==> src/lcdn_pkg.sv <==
// lcdn_pkg: word types, operation codes and init table for the lcd nibble sequencer
// no dependencies; imported by lcdn_bcd_conv and char_lcd_nibble_sequencer_core
`default_nettype none

package lcdn_pkg;

    typedef struct packed {
        logic [1:0]  operation;
        logic [15:0] value;
    } cmd_word_t;

    typedef struct packed {
        logic       reg_select;
        logic [3:0] bus_nibble;
        logic       enable_pin;
        logic [4:0] hold_ms;
        logic       last;
    } pin_word_t;

    // status from the binary to bcd converter
    typedef struct packed {
        logic        busy;
        logic        done;
        logic [19:0] digits;
    } bcd_stat_t;

    localparam logic [1:0] OP_INIT = 2'd0;
    localparam logic [1:0] OP_CMD  = 2'd1;
    localparam logic [1:0] OP_DATA = 2'd2;
    localparam logic [1:0] OP_NUM  = 2'd3;

    localparam logic [7:0] ASCII_ZERO     = 8'd48;
    localparam logic [4:0] HOLD_STEP      = 5'd1;
    localparam logic [4:0] HOLD_INIT_WAIT = 5'd4;
    localparam logic [4:0] HOLD_INIT_END  = 5'd20;
    localparam logic [3:0] INIT_WAIT_CNT  = 4'd3;
    localparam logic [3:0] INIT_LAST_IDX  = 4'd8;

    function automatic logic [7:0] init_byte(input logic [3:0] idx);
        logic [7:0] b;
        case (idx)
            4'd0:    b = 8'h03;
            4'd1:    b = 8'h03;
            4'd2:    b = 8'h03;
            4'd3:    b = 8'h02;
            4'd4:    b = 8'h28;
            4'd5:    b = 8'h08;
            4'd6:    b = 8'h01;
            4'd7:    b = 8'h06;
            4'd8:    b = 8'h0C;
            default: b = 8'h00;
        endcase
        return b;
    endfunction

endpackage

`default_nettype wire

==> src/char_lcd_nibble_sequencer_core.sv <==
// char_lcd_nibble_sequencer_core: turns init/command/data/number requests into
// 4-bit lcd bus steps; depends on lcdn_pkg and lcdn_bcd_conv
//
//  channel | signals                          | direction | word
//  cmd     | cmd_valid, cmd_ready, cmd_word   | in        | operation, value
//  pin     | pin_valid, pin_ready, pin_word   | out       | rs, nibble, enable, hold, last
//
// an idle cycle takes a request, then one pin word per cycle while pin_ready stays high:
// 4 words for command and data, 40 for init; a number is first converted (16 shifts,
// then the digits are counted), then 4 words per digit
// cmd_ready is high only between requests; a pending pin word does not block a new request
// reset clears the sequencer and the output valid; stalls on pin hold the word in place
`default_nettype none

module char_lcd_nibble_sequencer_core (
    input  wire logic                clk,
    input  wire logic                rst_n,
    input  wire logic                cmd_valid,
    output      logic                cmd_ready,
    input  wire lcdn_pkg::cmd_word_t cmd_word,
    output      logic                pin_valid,
    input  wire logic                pin_ready,
    output      lcdn_pkg::pin_word_t pin_word
);
    import lcdn_pkg::*;

    typedef enum logic [1:0] {S_IDLE, S_CONV, S_EMIT} state_t;

    state_t      state_reg, state_next;
    logic [1:0]  op_reg, op_next;
    logic [7:0]  byte_reg, byte_next;
    logic [3:0]  cnt_reg, cnt_next;
    logic [1:0]  phase_reg, phase_next;
    logic        extra_reg, extra_next;
    logic [2:0]  nd_reg, nd_next;
    logic        pin_valid_reg, pin_valid_next;
    pin_word_t   pin_word_reg, pin_word_next;

    bcd_stat_t   bcd_stat;
    logic        bcd_start;
    logic        load;
    logic        is_last_byte;
    logic [2:0]  dig_idx;
    logic [3:0]  digit;
    logic [7:0]  cur_byte;

    lcdn_bcd_conv u_bcd (
        .clk   (clk),
        .rst_n (rst_n),
        .start (bcd_start),
        .bin   (cmd_word.value),
        .stat  (bcd_stat)
    );

    assign cmd_ready = (state_reg == S_IDLE);
    assign bcd_start = cmd_valid && cmd_ready && (cmd_word.operation == OP_NUM);
    assign load      = (state_reg == S_EMIT) && (!pin_valid_reg || pin_ready);

    // digits go out most significant first
    assign dig_idx = nd_reg - 3'd1 - cnt_reg[2:0];

    always_comb
    begin
        case (dig_idx)
            3'd0:    digit = bcd_stat.digits[3:0];
            3'd1:    digit = bcd_stat.digits[7:4];
            3'd2:    digit = bcd_stat.digits[11:8];
            3'd3:    digit = bcd_stat.digits[15:12];
            3'd4:    digit = bcd_stat.digits[19:16];
            default: digit = 4'd0;
        endcase
    end

    always_comb
    begin
        case (op_reg)
            OP_INIT: cur_byte = init_byte(cnt_reg);
            OP_NUM:  cur_byte = ASCII_ZERO + {4'd0, digit};
            default: cur_byte = byte_reg;
        endcase
    end

    always_comb
    begin
        if (op_reg == OP_NUM)
            is_last_byte = (cnt_reg[2:0] == nd_reg - 3'd1);
        else
            is_last_byte = 1'b1;
    end

    always_comb
    begin
        state_next     = state_reg;
        op_next        = op_reg;
        byte_next      = byte_reg;
        cnt_next       = cnt_reg;
        phase_next     = phase_reg;
        extra_next     = extra_reg;
        nd_next        = nd_reg;
        pin_valid_next = pin_valid_reg;
        pin_word_next  = pin_word_reg;

        if (pin_valid_reg && pin_ready)
            pin_valid_next = 1'b0;

        case (state_reg)
            S_IDLE:
            begin
                if (cmd_valid)
                begin
                    op_next    = cmd_word.operation;
                    byte_next  = cmd_word.value[7:0];
                    cnt_next   = 4'd0;
                    phase_next = 2'd0;
                    extra_next = 1'b0;
                    state_next = (cmd_word.operation == OP_NUM) ? S_CONV : S_EMIT;
                end
            end
            S_CONV:
            begin
                if (bcd_stat.done)
                begin
                    // zero still gives one digit
                    if (bcd_stat.digits[19:16] != 4'd0)
                        nd_next = 3'd5;
                    else if (bcd_stat.digits[15:12] != 4'd0)
                        nd_next = 3'd4;
                    else if (bcd_stat.digits[11:8] != 4'd0)
                        nd_next = 3'd3;
                    else if (bcd_stat.digits[7:4] != 4'd0)
                        nd_next = 3'd2;
                    else
                        nd_next = 3'd1;
                    state_next = S_EMIT;
                end
            end
            S_EMIT:
            begin
                if (load)
                begin
                    pin_valid_next           = 1'b1;
                    pin_word_next.reg_select = (op_reg == OP_DATA) || (op_reg == OP_NUM);
                    if (extra_reg)
                    begin
                        // init wait step repeats the low nibble with enable low
                        pin_word_next.bus_nibble = cur_byte[3:0];
                        pin_word_next.enable_pin = 1'b0;
                        extra_next               = 1'b0;
                        phase_next               = 2'd0;
                        cnt_next                 = cnt_reg + 4'd1;
                        if (cnt_reg == INIT_LAST_IDX)
                        begin
                            pin_word_next.hold_ms = HOLD_INIT_END;
                            pin_word_next.last    = 1'b1;
                            state_next            = S_IDLE;
                        end
                        else
                        begin
                            pin_word_next.hold_ms = HOLD_INIT_WAIT;
                            pin_word_next.last    = 1'b0;
                        end
                    end
                    else
                    begin
                        pin_word_next.bus_nibble = phase_reg[1] ? cur_byte[3:0] : cur_byte[7:4];
                        pin_word_next.enable_pin = ~phase_reg[0];
                        pin_word_next.hold_ms    = HOLD_STEP;
                        pin_word_next.last       = 1'b0;
                        phase_next               = phase_reg + 2'd1;
                        if (phase_reg == 2'd3)
                        begin
                            if (op_reg == OP_INIT)
                            begin
                                if (cnt_reg < INIT_WAIT_CNT || cnt_reg == INIT_LAST_IDX)
                                    extra_next = 1'b1;
                                else
                                    cnt_next = cnt_reg + 4'd1;
                            end
                            else if (is_last_byte)
                            begin
                                pin_word_next.last = 1'b1;
                                state_next         = S_IDLE;
                            end
                            else
                                cnt_next = cnt_reg + 4'd1;
                        end
                    end
                end
            end
            default:
            begin
                state_next = S_IDLE;
            end
        endcase
    end

    always_ff @(posedge clk or negedge rst_n)
    begin
        if (!rst_n)
        begin
            state_reg     <= S_IDLE;
            cnt_reg       <= 4'd0;
            phase_reg     <= 2'd0;
            extra_reg     <= 1'b0;
            nd_reg        <= 3'd1;
            op_reg        <= OP_INIT;
            byte_reg      <= 8'd0;
            pin_valid_reg <= 1'b0;
            pin_word_reg  <= '0;
        end
        else
        begin
            state_reg     <= state_next;
            cnt_reg       <= cnt_next;
            phase_reg     <= phase_next;
            extra_reg     <= extra_next;
            nd_reg        <= nd_next;
            op_reg        <= op_next;
            byte_reg      <= byte_next;
            pin_valid_reg <= pin_valid_next;
            pin_word_reg  <= pin_word_next;
        end
    end

    assign pin_valid = pin_valid_reg;
    assign pin_word  = pin_word_reg;

endmodule

`default_nettype wire

==> src/lcdn_bcd_conv.sv <==
// lcdn_bcd_conv: 16-bit binary to five bcd digits, one shift-and-correct step per cycle
// depends on lcdn_pkg
`default_nettype none

module lcdn_bcd_conv (
    input  wire logic               clk,
    input  wire logic               rst_n,
    input  wire logic               start,
    input  wire logic [15:0]        bin,
    output lcdn_pkg::bcd_stat_t     stat
);
    import lcdn_pkg::*;

    logic        busy_reg, busy_next;
    logic        done_reg, done_next;
    logic [3:0]  cnt_reg, cnt_next;
    logic [19:0] bcd_reg, bcd_next;
    logic [15:0] bin_reg, bin_next;
    logic [19:0] adj;

    // add 3 to every digit of 5 or more before the shift
    always_comb
    begin
        for (int i = 0; i < 5; i++)
        begin
            if (bcd_reg[4*i +: 4] >= 4'd5)
                adj[4*i +: 4] = bcd_reg[4*i +: 4] + 4'd3;
            else
                adj[4*i +: 4] = bcd_reg[4*i +: 4];
        end
    end

    always_comb
    begin
        busy_next = busy_reg;
        done_next = 1'b0;
        cnt_next  = cnt_reg;
        bcd_next  = bcd_reg;
        bin_next  = bin_reg;
        if (start)
        begin
            busy_next = 1'b1;
            cnt_next  = 4'd0;
            bcd_next  = 20'd0;
            bin_next  = bin;
        end
        else if (busy_reg)
        begin
            bcd_next = {adj[18:0], bin_reg[15]};
            bin_next = {bin_reg[14:0], 1'b0};
            cnt_next = cnt_reg + 4'd1;
            if (cnt_reg == 4'd15)
            begin
                busy_next = 1'b0;
                done_next = 1'b1;
            end
        end
    end

    always_ff @(posedge clk or negedge rst_n)
    begin
        if (!rst_n)
        begin
            busy_reg <= 1'b0;
            done_reg <= 1'b0;
            cnt_reg  <= 4'd0;
        end
        else
        begin
            busy_reg <= busy_next;
            done_reg <= done_next;
            cnt_reg  <= cnt_next;
        end
    end

    always_ff @(posedge clk)
    begin
        bcd_reg <= bcd_next;
        bin_reg <= bin_next;
    end

    assign stat = {busy_reg, done_reg, bcd_reg};

endmodule

`default_nettype wire
==> config.mk <==
export PLATFORM = sky130hd
export DESIGN_NAME = char_lcd_nibble_sequencer_core
export DESIGN_NICKNAME = d
export VERILOG_FILES = /design/src/lcdn_pkg.sv /design/src/char_lcd_nibble_sequencer_core.sv /design/src/lcdn_bcd_conv.sv
export SDC_FILE = /design/constraint.sdc
export NUM_CORES = 1
export LEC_CHECK = 0
export BUFFER_PORTS_ARGS = -buffer_cell sky130_fd_sc_hd__buf_2
export CAP_MARGIN = 10
export CORE_MARGIN = 2
export CORE_UTILIZATION = 47
export CTS_CLUSTER_DIAMETER = 200
export CTS_CLUSTER_SIZE = 8
export DETAILED_ROUTE_END_ITERATION = 10
export GPL_ROUTABILITY_DRIVEN = 0
export PLACE_DENSITY = 0.71
export SETUP_SLACK_MARGIN = 0.2
export SKIP_LAST_GASP = 1
export SYNTH_ARGS = -nofsm -noshare
export SYNTH_HDL_FRONTEND = slang
export SYNTH_SLANG_ARGS = --single-unit
==> constraint.sdc <==
create_clock -name clk -period 2.3 [get_ports clk]
set_clock_uncertainty 0.1 [all_clocks]
set_input_delay 0.23 -clock clk [delete_from_list [all_inputs] [get_ports clk]]
set_output_delay 0.23 -clock clk [all_outputs]
set_load 0.01 [all_outputs]
* Word level (Yosys, flattened, before mapping) *
Memories as Yosys holds them, arrays and structs flattened.
Cells that the tools add are included.

storage, ports and cells
  register bits = 77
  memory bits (read-only) = 80
  input port bits = 22
  output and inout port bits = 14
  word-level logic and storage cells = 142
  memories = 1

memories
  memory           depth  width  read ports  clocked after Yosys merged registers in  write ports  line            source
  (no name shown)  16     5      1           0                                        0            lcdn_pkg.sv:41  case (idx)

cells by class
  $add $sub $neg = 11
  magnitude comparators = 6
  eq/ne operators = 22
  muxes and demuxes = 60
  bitwise operators = 1
  reduce and logical (&&, ||, !) cells = 23

operators by type and width
  kind                                                 count
  2-to-1 mux 4 bit                                     14
  2-to-1 mux 16 bit                                    2
  2-to-1 mux 2 bit                                     14
  >= comparator 4 x 3 -> 1 bit, second input constant  5
  one-hot mux 4 bit (5 select lines)                   1
  2-to-1 mux 1 bit                                     19
  adder 4 x 2 -> 4 bit, second input constant          4
  one-hot mux 8 bit (2 select lines)                   1
  nonzero test 4 bit                                   4
  2-to-1 mux 11 bit                                    1
  equality test 2 bit, second input constant           5
  2-to-1 mux 3 bit                                     3
  adder 4 x 1 -> 4 bit, second input constant          2
  equality test 4 bit, second input constant           2
  one-hot mux 4 bit (2 select lines)                   1
  adder 6 x 4 -> 7 bit, first input constant           1
  AND reduction 7 bit                                  1
  equality test 3 x 2 -> 1 bit, second input constant  2
  2-to-1 mux 6 bit                                     1
  != test 3 x 2 -> 1 bit, second input constant        2
  != test 3 bit, second input constant                 2
  one-hot mux 2 bit (3 select lines)                   1
  AND reduction 2 bit                                  3
  AND reduction 6 bit                                  1
  other kinds (23)                                     31

* Depth between registers and ports, before layout *
  depth in word-level cells = 9
  depth in mapped cells = 8
  mapped depth without buffers = 8

* By module *
Synthesis repeated with hierarchy kept, for this count alone.

second synthesis, totals
  cell total of the unflattened synthesis = 418
  area total of the unflattened synthesis = 4,235.3 um^2

by module, submodules not included
  module                          instances  cells each  area an instance (um^2)  sequential area each (um^2)
  lcdn_bcd_conv                   1          201         2,140.8                  1,031.0
  char_lcd_nibble_sequencer_core  1          217         2,094.5                  827.0

* Worst setup path before layout *
OpenSTA, ideal clock, no wires.

  path type = reg-to-reg
  start point = reg nd_reg[0]
  end point = reg pin_word_reg (netlist bit pin_word[9])
  library setup time = 127 ps
  arrival time = 2,132 ps
  data required time = 2,073 ps
  slack = -59 ps
  cell stages (with the launch flop) = 9
  buffers on the path = 1
  clock period less this slack = 2,359 ps
  cell sequence = dfstp_2 inv_1 ha_1 fa_1 xor2_1 buf_2 and3b_1 o31ai_1 a21oi_1

between the ends
  word-level cells in the longest chain between the ends = 8
  elaborated cells between the ends (all ways) = 12
  those cells by class = 3 x add/sub; 4 x eq/ne; 4 x mux; 1 x reduce/logical

RTL lines
  what                                               line                                   source
  from (decl)                                        char_lcd_nibble_sequencer_core.sv:35   logic [2:0] nd_reg, nd_next;
  from (signal assigned)                             char_lcd_nibble_sequencer_core.sv:217  nd_reg <= nd_next;
  subtractor 3 x 1 -> 3 bit *                        char_lcd_nibble_sequencer_core.sv:60   assign dig_idx = nd_reg - 3'd1 - cnt_reg[2:0];
  subtractor 3 bit *                                 char_lcd_nibble_sequencer_core.sv:60
  equality test 3 bit, or another cell as far along  char_lcd_nibble_sequencer_core.sv:64   case (dig_idx)
  one-hot mux 4 bit (5 select lines) *               char_lcd_nibble_sequencer_core.sv:64
  adder 6 x 4 -> 7 bit *                             char_lcd_nibble_sequencer_core.sv:78   OP_NUM: cur_byte = ASCII_ZERO + {4'd0, digit};
  one-hot mux 8 bit (2 select lines) *               char_lcd_nibble_sequencer_core.sv:76   case (op_reg)
  2-to-1 mux 4 bit                                   char_lcd_nibble_sequencer_core.sv:165  pin_word_next.bus_nibble = phase_reg[1] ? cur_byte[3:0] : cur_byte[7:4];
  2-to-1 mux 11 bit *                                char_lcd_nibble_sequencer_core.sv:143  if (extra_reg)
  to (signal assigned)                               char_lcd_nibble_sequencer_core.sv:221  pin_word_reg <= pin_word_next;
  to (decl)                                          char_lcd_nibble_sequencer_core.sv:37   pin_word_t pin_word_reg, pin_word_next;

Every way passes the cells marked *; elsewhere a longest branch is shown, timed or not.
A chain may end at the register's enable or synchronous reset.

* Worst setup path after layout *
  start point = reg nd_reg[0]
  end point = reg pin_word_reg (netlist bit pin_word[10])

Same word-level chain as after synthesis.

==> results.sh <==
export IMPL_synth_edf_count=16
export IMPL_sw_frac_of_total=0.402
export IMPL_netlist_instances=426
export IMPL_netlist_area_um2=4230
export IMPL_drc=0
export IMPL_final_max_slew_viol_count=0
export IMPL_crit_type="flop to flop"
export IMPL_grt_pass1_vias=3096
export IMPL_std_cell_rows=34
export IMPL_core_area_um2=8720
export IMPL_seqPwrFrac=0.376
export IMPL_ys_seq_area_frac=0.439
export IMPL_setup_viol=0
export IMPL_p_leak_nw=2.12
export IMPL_synth_top_cell_by_area="dfrtp_1"
export IMPL_placed_cell_area_um2=4550
export IMPL_crit_buf_inv=2
export IMPL_wl_per_cell_um=15.1
export IMPL_grt_pass1_wl_mm=14.7
export IMPL_layout_cells_non_filler=582
export IMPL_mostFrequentLayoutCells="dfrtp_1, buf_2, nor2_1"
export IMPL_cpPeakStageDelay_ns=0.55
export IMPL_maxCapViolCount=0
export IMPL_period_minus_slack_ns=2.22
export IMPL_crit_chain="inv_2 > ha_4 > fa_2 > xor2_1 > buf_4 > and3b_1 > o31ai_2 > a21oi_1"
export IMPL_drt_total_wl_mm=8.79
export IMPL_required_ns=2.45
export IMPL_postRouteAntennaNets=0
export IMPL_slew_headroom=0.410
export IMPL_start_kind="flop"
export IMPL_async_flop_share=0.520
export IMPL_die_y_um=98.8
export IMPL_tightest_slew_ns=0.885
export IMPL_fin_util=0.562
export IMPL_n_antenna_cell=0
export IMPL_worstSetupStartpoint="nd_reg[0]"
export IMPL_clk_latency_ns=0.37
export IMPL_cts_tree="built"
export IMPL_gr_total_overflow=0
export IMPL_dp_hpwl_mm=6.22
export IMPL_rr_endpoint="pin_word[10]"
export IMPL_via_count=3186
export IMPL_clkPwrFrac=0.175
export IMPL_r2r_cells=8
export IMPL_drt_iter0_drc=128
export IMPL_ys_flop_type="dfrtp_1"
export IMPL_finalInstanceArea_um2=4900
export IMPL_outcome="finished, final reports clean"
export IMPL_grt_total_usage=0.189
export IMPL_cp_max_fo=11
export IMPL_synthTopCellsByArea="dfrtp_1, edfxtp_1, dfxtp_1"
export IMPL_yosys_warnings=0
export IMPL_drtPass1Iterations=5
export IMPL_critPathTopFamily="adder cells"
export IMPL_avgSynthCellArea_um2=9.92
export IMPL_io_buffers=33
export IMPL_fin_total_pwr_mw=6.37
export IMPL_grt_max_degree=40
export IMPL_ctsLongestPathBuffers=2
export IMPL_layout_nets=515
export IMPL_ys_types=60
export IMPL_antenna_found_initial=0
export IMPL_min_path_type="input port to flop"
export IMPL_endpoint="pin_word[10]"
export IMPL_yosysTopAreaCellShare=0.225
export IMPL_final_common_cell="dfrtp_1"
export IMPL_final_hold_viol_count=0
export IMPL_slowest_stage="dfstp_2"
export IMPL_path_clk_slew_ns=0.09
export IMPL_p_int_mw=3.81
export IMPL_dieArea_um2=9770
export IMPL_switchingPower_mw=2.57
export IMPL_initial_utilization=0.485
export IMPL_fin_tns_setup_ns=0
export IMPL_cts_buffers=9
export IMPL_clkSinkCount=75
export IMPL_ff2ff_setup_slack_ns=0.08
export IMPL_viasPerCell=5.47
export IMPL_cp_num_cells=8
export IMPL_critPathCaptureType="flop"
export IMPL_num_io_pins=36
export IMPL_largest_register_ffs=20
export IMPL_arrival_ns=2.37
export IMPL_rsz0062_at_grt="yes"
export IMPL_place_inst=557
export IMPL_ys_ff_latch=75
export IMPL_powerDensity_nw_per_um2=1300
export IMPL_power_frac_comb=0.449
export IMPL_h_tree_depth=3
export IMPL_peakVddDrop_uv=584
export IMPL_finalCritPeriodShare=0.966
export IMPL_die_w_um=98.8
export IMPL_drive_gt1_frac=0.213
export IMPL_r2r_start="nd_reg[0]"
export IMPL_cts_root_buffer="clkbuf_8"
export IMPL_layout_area_overhead_vs_synth_pct=16.0
export IMPL_max_freq_ghz=0.450
worst reg2reg max path: stages (launching register included):
cell,delay [ns]
dfstp_2,0.55
inv_2,0.05
ha_4,0.21
fa_2,0.38
xor2_1,0.16
buf_4,0.17
and3b_1,0.17
o31ai_2,0.23
a21oi_1,0.09
through the flow:
step           hold slack (ns)  setup slack [ns]
6_report               0.00759            0.0784
5_1_grt                0.00791           -0.0517
4_1_cts                0.00179            0.0689
3_5_place_dp             0.309            0.0671
3_3_place_gp             0.295             0.125
2_1_floorplan           -0.166             0.165
synthesized netlist by cell type (all sizes together) (9+ instances only):
library cell and count:
a21oi 25, buf 9, clkbuf 14, dfrtp 38, dfxtp 20, edfxtp 16
ha 23, inv 24, mux2 25, mux2i 19, nand2 30, nand2b 13
nand3 14, nor2 32, o21ai 21, xnor2 9
how the worst min path moves through the flow:
stage,from,end,slack [ns],cells past startpoint
6_report,cmd_word[2],byte_reg[2],0.008,2
2_1_floorplan,rst_n,byte_reg[0],-0.17,0
3_3_place_gp,rst_n,byte_reg[7],0.29,1
3_5_place_dp,rst_n,byte_reg[6],0.31,1
5_1_grt,cmd_word[2],byte_reg[2],0.008,2
4_1_cts,cmd_word[3],byte_reg[3],0.002,2
layout make-up:
type / instances / area (µm²)
tap: 108 / 135
inverter: 24 / 90.1
clock inverter: 6 / 70.1
fill: 740 / 3820
timing repair buffer: 55 / 343
sequential: 75 / 1860
clock buffer: 10 / 149
multi-input combinational: 304 / 2260
routing by layer:
metal	GRT usage	vias up	share of wire
met4	0.0695	0	0.020
li1	-	1592	-
met3	0.0518	14	0.040
met5	0	-	0
met1	0.249	1525	0.46
met2	0.299	55	0.48
power groups by stage:
| stage | clock network (mW) | logic, mW | registers [mW] |
|---|---|---|---|
| 4_1_cts | 1.13 | 2.81 | 2.40 |
| 5_1_grt | 1.20 | 3.22 | 2.47 |
| 3_3_place_gp | 0 | 2.62 | 2.40 |
| 2_1_floorplan | 0 | 2.13 | 2.28 |
| 3_5_place_dp | 0 | 2.71 | 2.41 |
| 6_report | 1.12 | 2.86 | 2.40 |
timing repair:
| item | CTS | global route |
|---|---|---|
| hold buffers | 5 | 0 |
| endpoints found under the hold margin | 42 | 0 |
| buffers inserted | 2 | 2 |
| gates resized for setup | 3 | 7 |
| pin swaps | 3 | 2 |
| endpoints found under the setup margin | 9 | 9 |
logic make-up (layout without fill, tap and decap cells):
logic type | after synthesis | after routing | synth area share
adder cells (fa/ha/maj) | 24 | 24 | 0.0728
other | 1 | 2 | 0.000887
AO/OA/AOI/OAI | 88 | 88 | 0.137
XOR/XNOR | 13 | 13 | 0.0302
flip-flops | 75 | 75 | 0.439
AND/OR/NAND/NOR | 133 | 133 | 0.160
buffers and inverters | 48 | 95 | 0.0482
multiplexers | 44 | 44 | 0.112
Power figures use the tool's default switching activity.
